### src/design/tiny_risc_instruction_executor_macros.svh
// Assertion macros used by the executor's back end.
// Depends on nothing; the using module must have signals named clock and reset.
`ifndef TINY_RISC_INSTRUCTION_EXECUTOR_MACROS_SVH
`define TINY_RISC_INSTRUCTION_EXECUTOR_MACROS_SVH

// The consequent must hold in the same cycle as the antecedent.
`define TRE_ASSERT_NOW(label, ante, cons, msg) \
   label: assert property (@(posedge clock) disable iff (reset) (ante) |-> (cons)) \
      else $error(msg);

// The consequent must hold in the cycle after the antecedent.
`define TRE_ASSERT_NEXT(label, ante, cons, msg) \
   label: assert property (@(posedge clock) disable iff (reset) (ante) |=> (cons)) \
      else $error(msg);

`endif

### src/design/tre_pkg.sv
// Shared constants, operation codes and the decoded instruction type.
// Depends on nothing; the front end, register file, back end and top level import it.
package tre_pkg;

   localparam int MEM_WORDS_DEF  = 4096;
   localparam int PROG_DEPTH_DEF = 1024;
   localparam int REG_COUNT_DEF  = 16;

   localparam int XLEN        = 32;
   localparam int OP_W        = 3;
   localparam int REG_FIELD_W = 4;
   localparam int LEN_W       = 11;
   localparam int TARGET_W    = 10;

   // Depth of the queue between the decode front and the execute back.
   localparam int QUEUE_DEPTH = 2;

   localparam logic [OP_W-1:0] OP_ADDI = 3'd0;
   localparam logic [OP_W-1:0] OP_BEQ  = 3'd1;
   localparam logic [OP_W-1:0] OP_LW   = 3'd2;
   localparam logic [OP_W-1:0] OP_SW   = 3'd3;
   localparam logic [OP_W-1:0] OP_JALR = 3'd4;
   localparam logic [OP_W-1:0] OP_OUT  = 3'd5;
   localparam logic [OP_W-1:0] OP_HALT = 3'd6;

   // One instruction after decode. Source indexes that fall outside the
   // register file are already replaced by zero, and wr_en is only set
   // when the destination is a real, writable register.
   typedef struct packed {
      logic                   is_addi;
      logic                   is_beq;
      logic                   is_lw;
      logic                   is_sw;
      logic                   is_jalr;
      logic                   is_out;
      logic                   is_halt;
      logic                   wr_en;
      logic [REG_FIELD_W-1:0] rd;
      logic [REG_FIELD_W-1:0] rs1;
      logic [REG_FIELD_W-1:0] rs2;
      logic [XLEN-1:0]        imm;
      logic [TARGET_W-1:0]    target;
   } tre_item_type;

endpackage

### src/design/tre_req_if.sv
// Instruction channel: valid/ready handshake with the decoded instruction fields.
// Depends on nothing.
interface tre_req_if;
   logic              valid;
   logic              ready;
   logic [2:0]        op;
   logic [3:0]        dest_reg;
   logic [3:0]        src1_reg;
   logic [3:0]        src2_reg;
   logic signed [31:0] immediate;
   logic [9:0]        branch_target;

   modport source (
      output valid, op, dest_reg, src1_reg, src2_reg, immediate, branch_target,
      input  ready
   );

   modport sink (
      input  valid, op, dest_reg, src1_reg, src2_reg, immediate, branch_target,
      output ready
   );
endinterface

### src/design/tre_front.sv
// Front end: accepts instructions, decodes them and queues them for execution.
// Depends on tre_pkg and tre_req_if.
module tre_front #(
   parameter int REG_COUNT = tre_pkg::REG_COUNT_DEF
) (
   input  logic                 clock,
   input  logic                 reset,
   tre_req_if.sink              req_bus,
   input  logic                 hold_off,
   input  logic                 pop,
   output logic                 head_valid,
   output tre_pkg::tre_item_type head_item
);
   import tre_pkg::*;

   localparam int PtrW = $clog2(QUEUE_DEPTH);
   localparam int CntW = $clog2(QUEUE_DEPTH + 1);

   tre_item_type    entry_ff [QUEUE_DEPTH];
   tre_item_type    decoded;
   logic [PtrW-1:0] wr_ptr_ff, wr_ptr_in;
   logic [PtrW-1:0] rd_ptr_ff, rd_ptr_in;
   logic [CntW-1:0] count_ff, count_in;
   logic            push;

   // Decode the op into one flag per operation; code 7 decodes to a no-op.
   always_comb begin
      decoded        = '0;
      decoded.rd     = req_bus.dest_reg;
      decoded.rs1    = (32'(req_bus.src1_reg) < REG_COUNT) ? req_bus.src1_reg : '0;
      decoded.rs2    = (32'(req_bus.src2_reg) < REG_COUNT) ? req_bus.src2_reg : '0;
      decoded.imm    = req_bus.immediate;
      decoded.target = req_bus.branch_target;
      unique case (req_bus.op)
         OP_ADDI: decoded.is_addi = 1'b1;
         OP_BEQ:  decoded.is_beq  = 1'b1;
         OP_LW:   decoded.is_lw   = 1'b1;
         OP_SW:   decoded.is_sw   = 1'b1;
         OP_JALR: decoded.is_jalr = 1'b1;
         OP_OUT:  decoded.is_out  = 1'b1;
         OP_HALT: decoded.is_halt = 1'b1;
         default: ;
      endcase
      decoded.wr_en = (decoded.is_addi || decoded.is_lw || decoded.is_jalr) &&
                      (req_bus.dest_reg != '0) && (32'(req_bus.dest_reg) < REG_COUNT);
   end

   assign req_bus.ready = (count_ff != CntW'(QUEUE_DEPTH)) && !hold_off;
   assign push          = req_bus.valid && req_bus.ready;
   assign head_valid    = (count_ff != '0);
   assign head_item     = entry_ff[rd_ptr_ff];

   always_comb begin
      wr_ptr_in = wr_ptr_ff;
      rd_ptr_in = rd_ptr_ff;
      count_in  = count_ff;
      if (push) begin
         wr_ptr_in = (wr_ptr_ff == PtrW'(QUEUE_DEPTH - 1)) ? '0 : wr_ptr_ff + 1'b1;
      end
      if (pop) begin
         rd_ptr_in = (rd_ptr_ff == PtrW'(QUEUE_DEPTH - 1)) ? '0 : rd_ptr_ff + 1'b1;
      end
      if (push && !pop) begin
         count_in = count_ff + 1'b1;
      end else if (pop && !push) begin
         count_in = count_ff - 1'b1;
      end
   end

   always_ff @(posedge clock) begin
      if (reset) begin
         wr_ptr_ff <= '0;
         rd_ptr_ff <= '0;
         count_ff  <= '0;
      end else begin
         wr_ptr_ff <= wr_ptr_in;
         rd_ptr_ff <= rd_ptr_in;
         count_ff  <= count_in;
      end
   end

   always_ff @(posedge clock) begin
      if (push) begin
         entry_ff[wr_ptr_ff] <= decoded;
      end
   end

endmodule

### src/flat_wrapper.sv
// flat-port wrapper written by rule: the top's interface ports become plain ports
module tre_front_flat import tre_pkg::*;
#(
   parameter int REG_COUNT = tre_pkg::REG_COUNT_DEF
)
  (clock, reset, hold_off, pop, head_valid, head_item, req_bus_valid, req_bus_op, req_bus_dest_reg, req_bus_src1_reg, req_bus_src2_reg, req_bus_immediate, req_bus_branch_target, req_bus_ready);
  tre_req_if req_bus_i ();
  input  logic clock;
  input  logic reset;
  input  logic hold_off;
  input  logic pop;
  output logic head_valid;
  output tre_pkg::tre_item_type head_item;
  input wire logic [$bits(req_bus_i.valid)-1:0] req_bus_valid;
  input wire logic [$bits(req_bus_i.op)-1:0] req_bus_op;
  input wire logic [$bits(req_bus_i.dest_reg)-1:0] req_bus_dest_reg;
  input wire logic [$bits(req_bus_i.src1_reg)-1:0] req_bus_src1_reg;
  input wire logic [$bits(req_bus_i.src2_reg)-1:0] req_bus_src2_reg;
  input wire logic [$bits(req_bus_i.immediate)-1:0] req_bus_immediate;
  input wire logic [$bits(req_bus_i.branch_target)-1:0] req_bus_branch_target;
  output wire logic [$bits(req_bus_i.ready)-1:0] req_bus_ready;
  assign req_bus_i.valid = req_bus_valid;
  assign req_bus_i.op = req_bus_op;
  assign req_bus_i.dest_reg = req_bus_dest_reg;
  assign req_bus_i.src1_reg = req_bus_src1_reg;
  assign req_bus_i.src2_reg = req_bus_src2_reg;
  assign req_bus_i.immediate = req_bus_immediate;
  assign req_bus_i.branch_target = req_bus_branch_target;
  assign req_bus_ready = req_bus_i.ready;
  tre_front #(.REG_COUNT(REG_COUNT)) u_core (.clock(clock), .reset(reset), .req_bus(req_bus_i), .hold_off(hold_off), .pop(pop), .head_valid(head_valid), .head_item(head_item));
endmodule
### config.mk
export PLATFORM = sky130hd
export DESIGN_NAME = tre_front_flat
export DESIGN_NICKNAME = d
export VERILOG_FILES = /design/src/design/tiny_risc_instruction_executor_macros.svh /design/src/design/tre_pkg.sv /design/src/design/tre_req_if.sv /design/src/design/tre_front.sv /design/src/flat_wrapper.sv
export SDC_FILE = /design/constraint.sdc
export NUM_CORES = 1
export LEC_CHECK = 0
export BUFFER_PORTS_ARGS = -buffer_cell sky130_fd_sc_hd__buf_4
export CAP_MARGIN = 30
export CORE_AREA = 2 2 130 132
export DETAILED_ROUTE_END_ITERATION = 12
export DIE_AREA = 0 0 132 134
export PLACE_DENSITY_LB_ADDON = 0.2
export SYNTH_ARGS = -nofsm -noshare
export SYNTH_HDL_FRONTEND = slang
export SYNTH_SLANG_ARGS = --single-unit
### constraint.sdc
create_clock -name clock -period 10.85 [get_ports clock]
set_input_delay 1.085 -clock clock [delete_from_list [all_inputs] [get_ports clock]]
set_output_delay 1.085 -clock clock [all_outputs]
set_load 0.02 [all_outputs]
==> results of run 1 <==
==> path summary, 6_finish.rpt <==
kind         slack [ns]                               end  cells past startpoint
max                7.75                     head_item[48]                      3
min                0.51   u_core.count_ff[1]$_SDFFE_PP0P_                      2
max reg2reg        8.37  u_core.entry_ff[0][28]$_DFFE_PP_                      4
min reg2reg        0.51   u_core.count_ff[1]$_SDFFE_PP0P_                      2
==> flip-flops by register name, summed over array words and instances, names as in the netlist, named ones only <==
| signal | cells |
|---|---|
| u_core.count_ff | 2 |
| u_core.entry_ff | 124 |
| u_core.wr_ptr_ff | 1 |
| u_core.rd_ptr_ff | 1 |
==> power groups by stage <==
stage,clock network [W],registers [W],logic [W]
after floorplan,0,0.000590,0.0000899
after global placement,0,0.000589,0.000157
after detailed placement,0,0.000590,0.000159
after CTS,0.000594,0.000580,0.000159
after global routing,0.000613,0.000582,0.000166
final,0.000578,0.000580,0.000155
==> kinds of logic after synthesis <==
family | count (synthesis) | share of synthesized area [%]
flops | 129 | 79.6
fa+ha+maj | 1 | 0.261
buf+inv | 8 | 1.59
xor+xnor | 3 | 0.547
simple gates | 21 | 2.84
compound gates | 3 | 0.365
mux | 63 | 14.8
==> worst max-delay path, stage by stage, from the launching register on <==
cell and delay (ns):
sky130_fd_sc_hd__dfxtp_2 0.31, sky130_fd_sc_hd__buf_4 0.67, sky130_fd_sc_hd__mux2_2 0.43, sky130_fd_sc_hd__buf_4 0.16
==> layout make-up <==
cell class | instances | area (um^2)
clock inverter | 13 | 169
sequential | 129 | 3820
inverter | 1 | 3.75
clock buffer | 18 | 429
fill | 1514 | 9720
tap | 220 | 275
timing repair buffer | 128 | 961
multi-input combinational | 91 | 911
==> through the flow <==
step                      std cells  instance area [um^2]
final                           600                  6570
after global routing            600                  6570
after CTS                       600                  6570
after detailed placement        569                  5980
after global placement          569                  5980
after floorplan                 228                  4800
==> synthesized netlist by cell type, types with 2 or more instances <==
cell type and count:
sky130_fd_sc_hd__mux2_1 7, sky130_fd_sc_hd__xor2_1 2, sky130_fd_sc_hd__mux2_2 56, sky130_fd_sc_hd__nor3b_1 3
sky130_fd_sc_hd__nor2b_1 2, sky130_fd_sc_hd__edfxtp_1 124, sky130_fd_sc_hd__and3b_1 2, sky130_fd_sc_hd__dfxtp_1 5
sky130_fd_sc_hd__nor2_1 6, sky130_fd_sc_hd__buf_6 6
==> layer usage <==
| metal | track usage (%) | vias to the layer above | share of wire [%] |
|---|---|---|---|
| met4 | 5.07 | 0 | 1.8 |
| met2 | 17.7 | 87 | 48 |
| met3 | 4.31 | 14 | 6.1 |
| met5 | 0 | - | 0 |
| li1 | - | 1177 | - |
| met1 | 12.5 | 1255 | 44 |
==> run summary, run 1 <==
The sort of element at the end of the critical path is an output pin. The hold violation total from the final report is 0, and the number of enable flip-flop cells after synthesis is 124. The cell accounting for the most synthesized area is sky130_fd_sc_hd__edfxtp_1.

The total of hold buffers inserted after clock tree synthesis came out at 0. The number of CTS-inserted buffers was 17. The height of the die was 134 um.

Sequential cells were found to cover 79.6% of the synthesized design area. The logs give 4800 um^2 for the netlist area before placement and 0 for the total congestion overflow. After technology mapping, the gate count stands at 228. Counting every sink on the clock net gives 129. The analysis attributes to cell leakage a power of 2.41 nW.

126 I/O pins were placed. The synthesized design devotes to its leading area cell type 77.5% of total area. Derived from the worst setup path, the maximum achievable clock frequency is 0.322 GHz. The mean post-synth cell area came out at 21.1 um^2. Clock-pin slew was measured on the worst setup and hold paths at 0.05 ns. In this run the core area contains 47 standard-cell rows.

Number of resized instances in the post-cts repair step: 0. The x dimension of the die is 132 um. The flow ran to the end, and the final reports show no timing, DRC or antenna violations. The run gives 14200 um as the global-route wire length before repair. The clock network accounts for 44.0% of the total power. The number of input and output port buffers inserted was 125; the worst slew slack as a fraction of its limit was 41.0%. The fraction of final layout cells sized beyond drive strength 1 was 56.8%; the via count of the first global-routing pass was 2726.

The die covers 17700 um^2. The number of antenna violations at the first check in global routing is 0. In the final timing run, aggregate negative setup slack is 0 ns.

The worst slack on hold paths is 0.512 ns, and the depth of the CTS H-tree is 4. For this run, the share of the core covered by cells in the final layout is 40.4%. The tools report the global routing usage summed across all routing layers as 10.8%. For the final weighted congestion of routability-driven global placement, the log shows 0.683. Of all nets on the critical path, the largest fanout is 62. The pin count of the biggest net entering global routing is 63. The min-delay analysis places its worst path in the category flip-flop to flip-flop.

Clock latency on the worst-skew pair, taken at its later pin, is 0.41 ns. The library cells used most frequently in the layout, excluding fill and tap cells, are 128 x sky130_fd_sc_hd__buf_4, 124 x sky130_fd_sc_hd__edfxtp_1, 56 x sky130_fd_sc_hd__mux2_2. After floorplanning, the core was sized to cover 16300 um^2. In this run, distinct cell masters in the synthesized netlist total 25. The share of total power dissipated in sequential elements is 44.2%. TritonCTS built the clock tree. For this configuration, the core starts out at a cell density of 29.5%. The startpoint identified for the worst register-to-register timing path is u_core.count_ff[1]$_SDFFE_PP0P_. The wire-length estimate of the detail-placed layout is 5880 um. Post-route clock skew: 0.00821 ns. The tool flagged a number of max-cap violations equal to 0. The total power after layout is 0.00131 W. In this run the power spent charging and discharging nets is 0.000287 W.

The critical path required time is 9.77 ns, and the minimum setup slack in the final design is 7.75 ns. The first detailed-routing pass took 4 iterations. After synthesis, the cell types taking the most area are sky130_fd_sc_hd__edfxtp_1 78%, sky130_fd_sc_hd__mux2_2 13%, sky130_fd_sc_hd__dfxtp_1 2.1%. Detailed routing inserted a total of 2533 vias. The Yosys step of the flow raised 0 warnings. STA classifies the critical path startpoint as a flip-flop.

Proportion of power drawn by combinational gates: 11.8%. Setup violations remaining at the end of the flow were counted as 0. The worst-case IR drop observed on VDD is 0.0915 mV.

The post-CTS setup buffer count was 0; the aggregate routed wire length was 9320 um. The tools report the internal power as 0.00103 W. The run gives 0 as the remaining routing DRC violations. Counting flops and latches in the post-synthesis netlist gives 129. The longest clock path from root to sink contains 2 buffers. 0 antenna diodes ended up in the layout.

In the routed layout, each cell is associated on average with a via count of 4.22. The switching share of power is 21.9%, and the share of async-settable or async-resettable flops after synthesis is 0%. Dividing the detail-routed wire length by the instance count gives 15.5 um.

The count of nets after finishing came out at 431. Leaving out fill and tap cells, the most frequent cell in the layout is sky130_fd_sc_hd__buf_4. Remaining antenna violation count: 0. The startpoint identified for the worst hold timing path is u_core.count_ff[1]$_SDFFE_PP0P_. After the first detailed-routing iteration, the DRC count stood at 101.

The data arrival time of the worst path is 2.02 ns. The portion of the clock cycle consumed by the worst path in the final layout came out at 28.6%. Before CTS, the worst setup slack after placement is 7.55 ns. At the pin with the least slew margin, the transition time is 0.885 ns. Clock tree synthesis selected as its root buffer the cell sky130_fd_sc_hd__clkbuf_16. Among all flip-flop cells after synthesis, the most frequent one is sky130_fd_sc_hd__edfxtp_1. When the netlist entered floorplanning its net count stood at 291. Setup repair after global routing left no endpoint under its margin.

The smallest clock period supported by the final layout is computed as 3.10 ns. Worst setup path category: flip-flop to output pin. For the final max-slew violation count, the log shows 0.

The total power density per cell area came out at 200 nW/um^2. The synthesis-to-layout area growth came out at 36.9%.
Power figures use the tool's default switching activity.
==> run 2: changes to the inputs <==
Clock period 10.85 ns to 3.2 ns, I/O delays scaled along.
==> run summary, run 2 (synthesis results as in run 1) <==
Slowest stage cell on the critical path: sky130_fd_sc_hd__dfxtp_4. The aggregate routed wire length is 8960 um (-3.9%), and the final max-slew violation count is 0 (unchanged). Remaining antenna violation count: 0 (unchanged). Critical register-to-register path startpoint: u_core.count_ff[1]$_SDFFE_PP0P_. The critical path required time was 2.88 ns (-6.89 ns). The total power density per cell area came out at 657 nW/um^2 (+230%).

The met2 capacity usage during global routing came out at 17.0% (-0.64 points). The placed wire-length estimate was 5540 um (-5.8%). Setup repair after global routing left no endpoint under its margin. TritonCTS built the clock tree. The total of hold buffers inserted after clock tree synthesis is 0 (unchanged), and the hold violation total from the final report is 0 (unchanged). Number of flip-flops in the largest register: 124 (unchanged).

The smallest clock period supported by the final layout is computed as 2.25 ns. The global routing met3 resource utilization is 4.80% (+0.49 points). Peak per-stage delay on the critical path: 0.91 ns (+0.24 ns).

Height of the die: 134 um (unchanged). The number of antenna violations at the first check in global routing is 0 (unchanged), and the post-CTS setup buffer count is 0 (unchanged). The via count of the first global-routing pass was 2687 (-1.4%). Leaving out fill and tap cells, the most frequent cells in the layout are 127 x sky130_fd_sc_hd__buf_4, 124 x sky130_fd_sc_hd__edfxtp_1, 56 x sky130_fd_sc_hd__mux2_2. The number of CTS-inserted buffers was 17 (unchanged). The total of endpoints with negative setup slack in the final report was 0 (unchanged). Relative to the synthesized area, the layout overhead comes to 35.9%. The critical path goes through mux2_2, buf_4. STA classifies the critical path startpoint as a flip-flop. The tools report the count of nets after finishing as 430 (-0.23%). For the pin count of the biggest net entering global routing, the log shows 63 (unchanged). The area of the core is 16300 um^2 (unchanged), and the global routing usage summed across all routing layers is 10.6% (-0.15 points). For the initial DRC count, the log shows 187 (+85%). The leakage component of the power is 2.39 nW (-0.88%). More flip-flops sit in one register than any other, and that register is u_core.entry_ff. The logs give 17700 um^2 (unchanged) for the die outline area and 0.00669 ns (-0.00152 ns) for the post-route clock skew. The final core utilization is 40.1% (-0.30 points). In this run the clock root is driven by a sky130_fd_sc_hd__clkbuf_16.

The setup path with the least slack is of type flip-flop to output pin. The via count of the routed design was 2493 (-1.6%). The number of optimization iterations in the first detailed-route pass was 4 (unchanged).

The total congestion overflow is 0 (unchanged). For the I/O pin count, the log shows 126 (unchanged). The vias per cell works out to 4.16 (-1.6%). The data arrival time of the worst path was 1.93 ns (-0.09 ns); the number of violations of the max-capacitance limit was 0 (unchanged). In the final layout, the registers with the most flip-flops are u_core.entry_ff x124, u_core.count_ff x2. The biggest fanout along the worst timing path is 62 (unchanged), and the maximum operating frequency is 0.444 GHz. For the met1 track demand over resource, the log shows 12.4% (-0.098 points). The class of the worst hold path is primary input to flip-flop.

The run gives 0.662 (-3.1%) as the final weighted congestion of routability-driven global placement. The worst hold path begins at req_bus_src1_reg[1]. Commonest non-fill, non-tap cell in the layout: sky130_fd_sc_hd__buf_4. Pin slew with the least headroom to its limit: 0.886 ns (+0.00122 ns). The total power after layout came out at 0.00429 W (+230%).

Total inserted antenna cells: 0 (unchanged). Cell row count: 47 (unchanged). The run finished with clean final reports.

STA classifies the critical path endpoint as an output pin. The worst slew slack as a fraction of its limit is 40.9% (-0.081 points). Fraction of final layout cells sized beyond drive strength 1: 56.8% (unchanged).

The x dimension of the die is 132 um (unchanged), and the clock transition time at the flip-flop clock pins of the worst setup and hold paths is 0.06 ns (about the same). Global-route wire length before repair: 14000 um (-1.3%). The number of resized instances in the post-cts repair step is 0 (unchanged), and the remaining routing DRC violations is 0 (unchanged). For the setup TNS after final layout, the log shows 0 ns (unchanged). For the clock latency on the worst-skew pair, the log shows 0.41 ns (about the same). The depth of the CTS H-tree was 4 (unchanged). TritonCTS sink count: 129 (unchanged). The routed wirelength normalized by instance count is 14.9 um (-3.9%).

The worst-case clock buffer depth was 2 (unchanged). The number of cells on the worst hold path was 1 (-1); the number of input and output port buffers inserted was 125 (unchanged). The worst voltage drop across the vdd grid came out at 0.336 mV (+270%). The portion of the clock cycle consumed by the worst path in the final layout was 70.4%; the number of cells on the worst reg-to-reg path was 3 (-1).

The starting density of the core is 29.5% (unchanged). The layer with the highest usage after global routing was met2.
==> run 2: cell count changes in the layout (fill, tap and decap cells not counted) <==
cell	before	now
sky130_fd_sc_hd__clkinv_1	4	3
sky130_fd_sc_hd__bufinv_16	4	2
sky130_fd_sc_hd__dfxtp_2	1	0
sky130_fd_sc_hd__and2_4	0	1
sky130_fd_sc_hd__clkinv_2	2	5
sky130_fd_sc_hd__and2_2	1	0
sky130_fd_sc_hd__dfxtp_4	0	1
sky130_fd_sc_hd__buf_4	128	127
sky130_fd_sc_hd__clkbuf_1	1	2
==> run 2: layer usage <==
| layer | share of wire [%] | wire (um) |
|---|---|---|
| met1 | 41 | 3710 |
| met2 | 50 | 4520 |
| met3 | 6.7 | 604 |
| met4 | 1.4 | 127 |
| met5 | 0 | 0 |
==> run 2: area by class of cell <==
class	count	area, um^2
multi-input combinational	91	912
sequential	129	3830
timing repair buffer	127	953
fill	1538	9760
clock inverter	13	120
tap	220	275
clock buffer	19	433
inverter	1	3.75
==> run 2: critical path: cells and delay by family, from the launching register on <==
kind                   cells  cell delay [ns]
buffers and inverters      1             0.16
DFF                        1             0.91
muxes                      1             0.43
==> run 2: worst paths after layout <==
| path | to | slack, ns |
|---|---|---|
| worst max register to register | u_core.entry_ff[1][36]$_DFFE_PP_ | 1.27 |
| worst min-delay path | u_core.entry_ff[0][47]$_DFFE_PP_ | 0.09 |
| worst max-delay path | head_item[50] | 0.95 |
| worst min register to register | u_core.count_ff[1]$_SDFFE_PP0P_ | 0.49 |
==> run 2: report_power, final <==
| part | internal [W] | switching [W] |
|---|---|---|
| clock | 0.00113 | 0.000669 |
| sequential | 0.00195 | 0.0000503 |
| combinational | 0.000248 | 0.000246 |
==> run 2: per-stage QoR <==
step                hold WS (ns)  cell area [um^2]  instances  setup slack (ns)
floorplan                  0.389              4800        228             0.419
global placement           0.470              5970        568              1.27
detailed placement         0.490              5970        568              1.23
CTS                       0.0713              6530        600             0.836
global route              0.0640              6530        600             0.790
finish                    0.0939              6530        600             0.948
==> run 3: changes to the inputs <==
Settings changed: ABC_AREA from default to 1, CORE_AREA 2 2 130 132 to 2 2 134 136, DIE_AREA 0 0 132 134 to 0 0 136 138.
Clock period 3.2 ns to 1.95 ns, I/O delays scaled along.
==> run summary, run 3 <==
The flow ran to the end, and the final reports show no timing, DRC or antenna violations. The initial DRC count was 91 (-51%). The data arrival time of the worst path is 1.59 ns (-0.34 ns), and the fraction of final layout cells sized beyond drive strength 1 is 50.0% (-6.8 points). The synthesis-to-layout area growth was 46.9%. The hold violation total from the final report is 0 (unchanged), and the total of flip-flops plus latches after synthesis is 129 (unchanged). The number of violations of the max-capacitance limit was 0 (unchanged). The run gives 0 (unchanged) as the total of endpoints with negative setup slack in the final report. Portion of netlist area occupied by mux cells: 18.1% (+3.3 points). The largest registers in the layout are u_core.entry_ff x124, u_core.count_ff x2. The biggest fanout along the worst timing path is 10 (-84%). The xor and xnor area share after synthesis works out to 0.172% (-0.38 points).

Simple logic cell fraction of the synthesized area: 2.31% (-0.53 points). STA classifies the critical path startpoint as a flip-flop. The logs give 3830 um^2 (unchanged) for the sequential cell area and 10.8% (+0.13 points) for the global routing usage summed across all routing layers.

In the layout the commonest cells are 132 x sky130_fd_sc_hd__buf_4, 124 x sky130_fd_sc_hd__edfxtp_1, 60 x sky130_fd_sc_hd__mux2_4. The sort of element at the end of the critical path was an output pin. The routed wirelength normalized by instance count was 14.1 um (-5.9%). The depth of the CTS H-tree is 4 (unchanged), and the maximum operating frequency is 0.560 GHz. TritonCTS built the clock tree. Setup repair after global routing left no endpoint under its margin. The number of nets produced by synthesis is 309 (+6.2%), and the final weighted congestion of routability-driven global placement is 0.678 (+2.4%). For the post-route clock skew, the log shows 0.00230 ns (-0.00439 ns).

The routed design could run at a clock period as short as 1.78 ns. The tools report the remaining antenna violation count as 0 (unchanged). The total power density per cell area works out to 962 nW/um^2 (+46%). Leaving out fill and tap cells, the most frequent cell in the layout is sky130_fd_sc_hd__buf_4.

For the worst voltage drop across the vdd grid, the log shows 0.514 mV (+53%). The synthesized design spends more area on one cell type than any other, namely sky130_fd_sc_hd__edfxtp_1. The number of cells on the worst reg-to-reg path was 5 (+2). Clock latency on the worst-skew pair: 0.41 ns (about the same).

By count the netlist is led by 124 x sky130_fd_sc_hd__edfxtp_1, 60 x sky130_fd_sc_hd__mux2_4, 15 x sky130_fd_sc_hd__inv_1. For the count of filler cells inserted in the layout, the log shows 1588 (+3.3%). In the post-synthesis netlist, the biggest area contributors are sky130_fd_sc_hd__edfxtp_1 73%, sky130_fd_sc_hd__mux2_4 18%, sky130_fd_sc_hd__buf_12 2.4%. The largest register by flop count was u_core.entry_ff.

The number of enable flip-flop cells after synthesis came out at 124 (unchanged). The tightest min-delay check is of the primary input to flip-flop type. The worst setup path is of the flip-flop to output pin kind. The number of optimization iterations in the first detailed-route pass was 4 (unchanged).

The number of resized instances in the post-cts repair step was 0 (unchanged). The clock transition time at the flip-flop clock pins of the worst setup and hold paths was 0.05 ns (about the same); the synthesized-area fraction occupied by ao, oa, aoi and oai cells was 0.442% (+0.077 points). Number of cells on the worst hold path: 3 (+2). In this run the clock root is driven by a sky130_fd_sc_hd__clkbuf_16. The count of nets after finishing was 514 (+20%); the via count of the first global-routing pass was 2963 (+10%). The top-area cell type share of the netlist area came out at 73.1% (-4.5 points). The tools report the total congestion overflow as 0 (unchanged). The logs give 0 (unchanged) for the final max-slew violation count and 2 (unchanged) for the worst-case clock buffer depth.

The number of input and output port buffers inserted is 125 (unchanged). The tools report the placed wire-length estimate as 6330 um (+14%). The area of the core is 17500 um^2 (+7.6%). Among all cell types in the netlist, the one instantiated most often is sky130_fd_sc_hd__edfxtp_1.

The number of flip-flops in the largest register was 124 (unchanged). Global-route wire length before repair: 14900 um (+6.3%). The number of CTS-inserted buffers came out at 17 (unchanged).

The critical path required time was 1.75 ns (-1.13 ns). The dominant combinational cell family by area after synthesis was multiplexers. The distinct cell type count of the synthesized netlist is 17 (-32%). The pin count of the biggest net entering global routing was 40 (-37%); the portion of the clock cycle consumed by the worst path in the final layout was 91.5%. The pin slew with the least headroom to its limit came out at 0.353 ns (-0.533 ns). The setup TNS after final layout was 0 ns (unchanged); the proportion of synthesized chip area in sequential cells was 75.0% (-4.6 points). The TritonCTS sink count is 129 (unchanged), and the worst slew slack as a fraction of its limit is 76.5% (+36 points). Number of antenna violations at the first check in global routing: 1 (+1). The vias per cell is 4.01 (-3.4%). The height of the die was 138 um (+3.0%).

The logs give 0.00720 W (+68%) for the total power after layout and 18800 um^2 (+6.1%) for the die outline area. The tools report the synthesized instance count as 246 (+7.9%). The run gives 126 (unchanged) as the I/O pin count. The remaining routing DRC violations was 0 (unchanged); the netlist area before placement was 5100 um^2 (+6.1%).

The cell row count was 49 (+4.3%). The x dimension of the die is 136 um (+3.0%). The leading register cell type out of synthesis was sky130_fd_sc_hd__edfxtp_1.

For the aggregate routed wire length, the log shows 9750 um (+8.8%). The starting density of the core came out at 29.1% (-0.42 points). The via count of the routed design is 2785 (+12%), and the leakage component of the power is 2.96 nW (+24%).

The share of async-settable or async-resettable flops after synthesis is 0% (unchanged). The mean post-synth cell area is 20.7 um^2 (-1.6%). The adder and majority gate portion of the synthesized area was 0.246% (-0.015 points). The logs give 0 (unchanged) for the Yosys warning count and 1100 um^2 (+20%) for the multi-input gate area in the final layout. The final core utilization was 42.7% (+2.6 points).
==> run 3: logic make-up after synthesis <==
logic type / after synthesis
AND/OR/NAND/NOR: 27
buffers and inverters: 22
AO/OA/AOI/OAI: 4
adder cells (fa/ha/maj): 1
flip-flops: 129
XOR/XNOR: 1
multiplexers: 62
==> run 3: per-stage QoR <==
| stage | hold slack, ns | instance area (um^2) | setup slack, ns | instances |
|---|---|---|---|---|
| after floorplan | 0.267 | 5110 | 0.0155 | 246 |
| after global placement | 0.381 | 6360 | 0.379 | 603 |
| after detailed placement | 0.383 | 6360 | 0.355 | 603 |
| after CTS | 0.0395 | 7480 | 0.113 | 693 |
| after global routing | 0.0557 | 7490 | 0.0906 | 694 |
| final | 0.0567 | 7490 | 0.165 | 694 |
==> run 3: where the power goes <==
part	switching [W]	total, W	leakage, nW	internal, W
Combinational	0.000477	0.00104	1.51	0.000568
Sequential	0.0000398	0.00321	1.18	0.00317
Clock	0.00110	0.00295	0.275	0.00185
Total	0.00161	0.00720	2.96	0.00559
==> run 3: final timing paths <==
| check | endpoint | slack (ns) | start |
|---|---|---|---|
| worst max-delay path | head_item[37] | 0.17 | flip-flop |
| worst min-delay path | u_core.rd_ptr_ff$_SDFFE_PP0P_ | 0.06 | pop |
| worst max register to register | u_core.entry_ff[1][26]$_DFFE_PP_ | 0.38 | u_core.count_ff[0]$_SDFFE_PP0P_ |
| worst min register to register | u_core.rd_ptr_ff$_SDFFE_PP0P_ | 0.52 | u_core.rd_ptr_ff$_SDFFE_PP0P_ |
==> run 3: cell type report <==
cell class	count	area share (%)
Multi-Input combinational cell	95	14.7
Sequential cell	129	51.1
Clock inverter	13	1.59
Antenna cell	1	0.0334
Timing Repair Buffer	193	22.2
Inverter	15	0.802
Clock buffer	19	5.78
Tap cell	229	3.83
==> run 3: critical path: stages, from the launching register on <==
cell and delay, ns:
sky130_fd_sc_hd__dfxtp_4 0.45, sky130_fd_sc_hd__buf_4 0.25, sky130_fd_sc_hd__mux2_4 0.32, sky130_fd_sc_hd__buf_4 0.16
==> run 3: metal layers <==
layer / up-vias / wire length [um] / track usage [%]
li1: 1352 / - / -
met1: 1331 / 4430 / 13.1
met2: 83 / 4440 / 16.5
met5: - / 0 / 0
met4: 0 / 241 / 6.30
met3: 19 / 642 / 3.81
==> run 3: timing repair <==
action | CTS | global route
hold endpoints to repair | 111 | 0
endpoints found under the setup margin | 10 | 0
hold buffers | 55 | 0
buffers inserted | 3 | 0
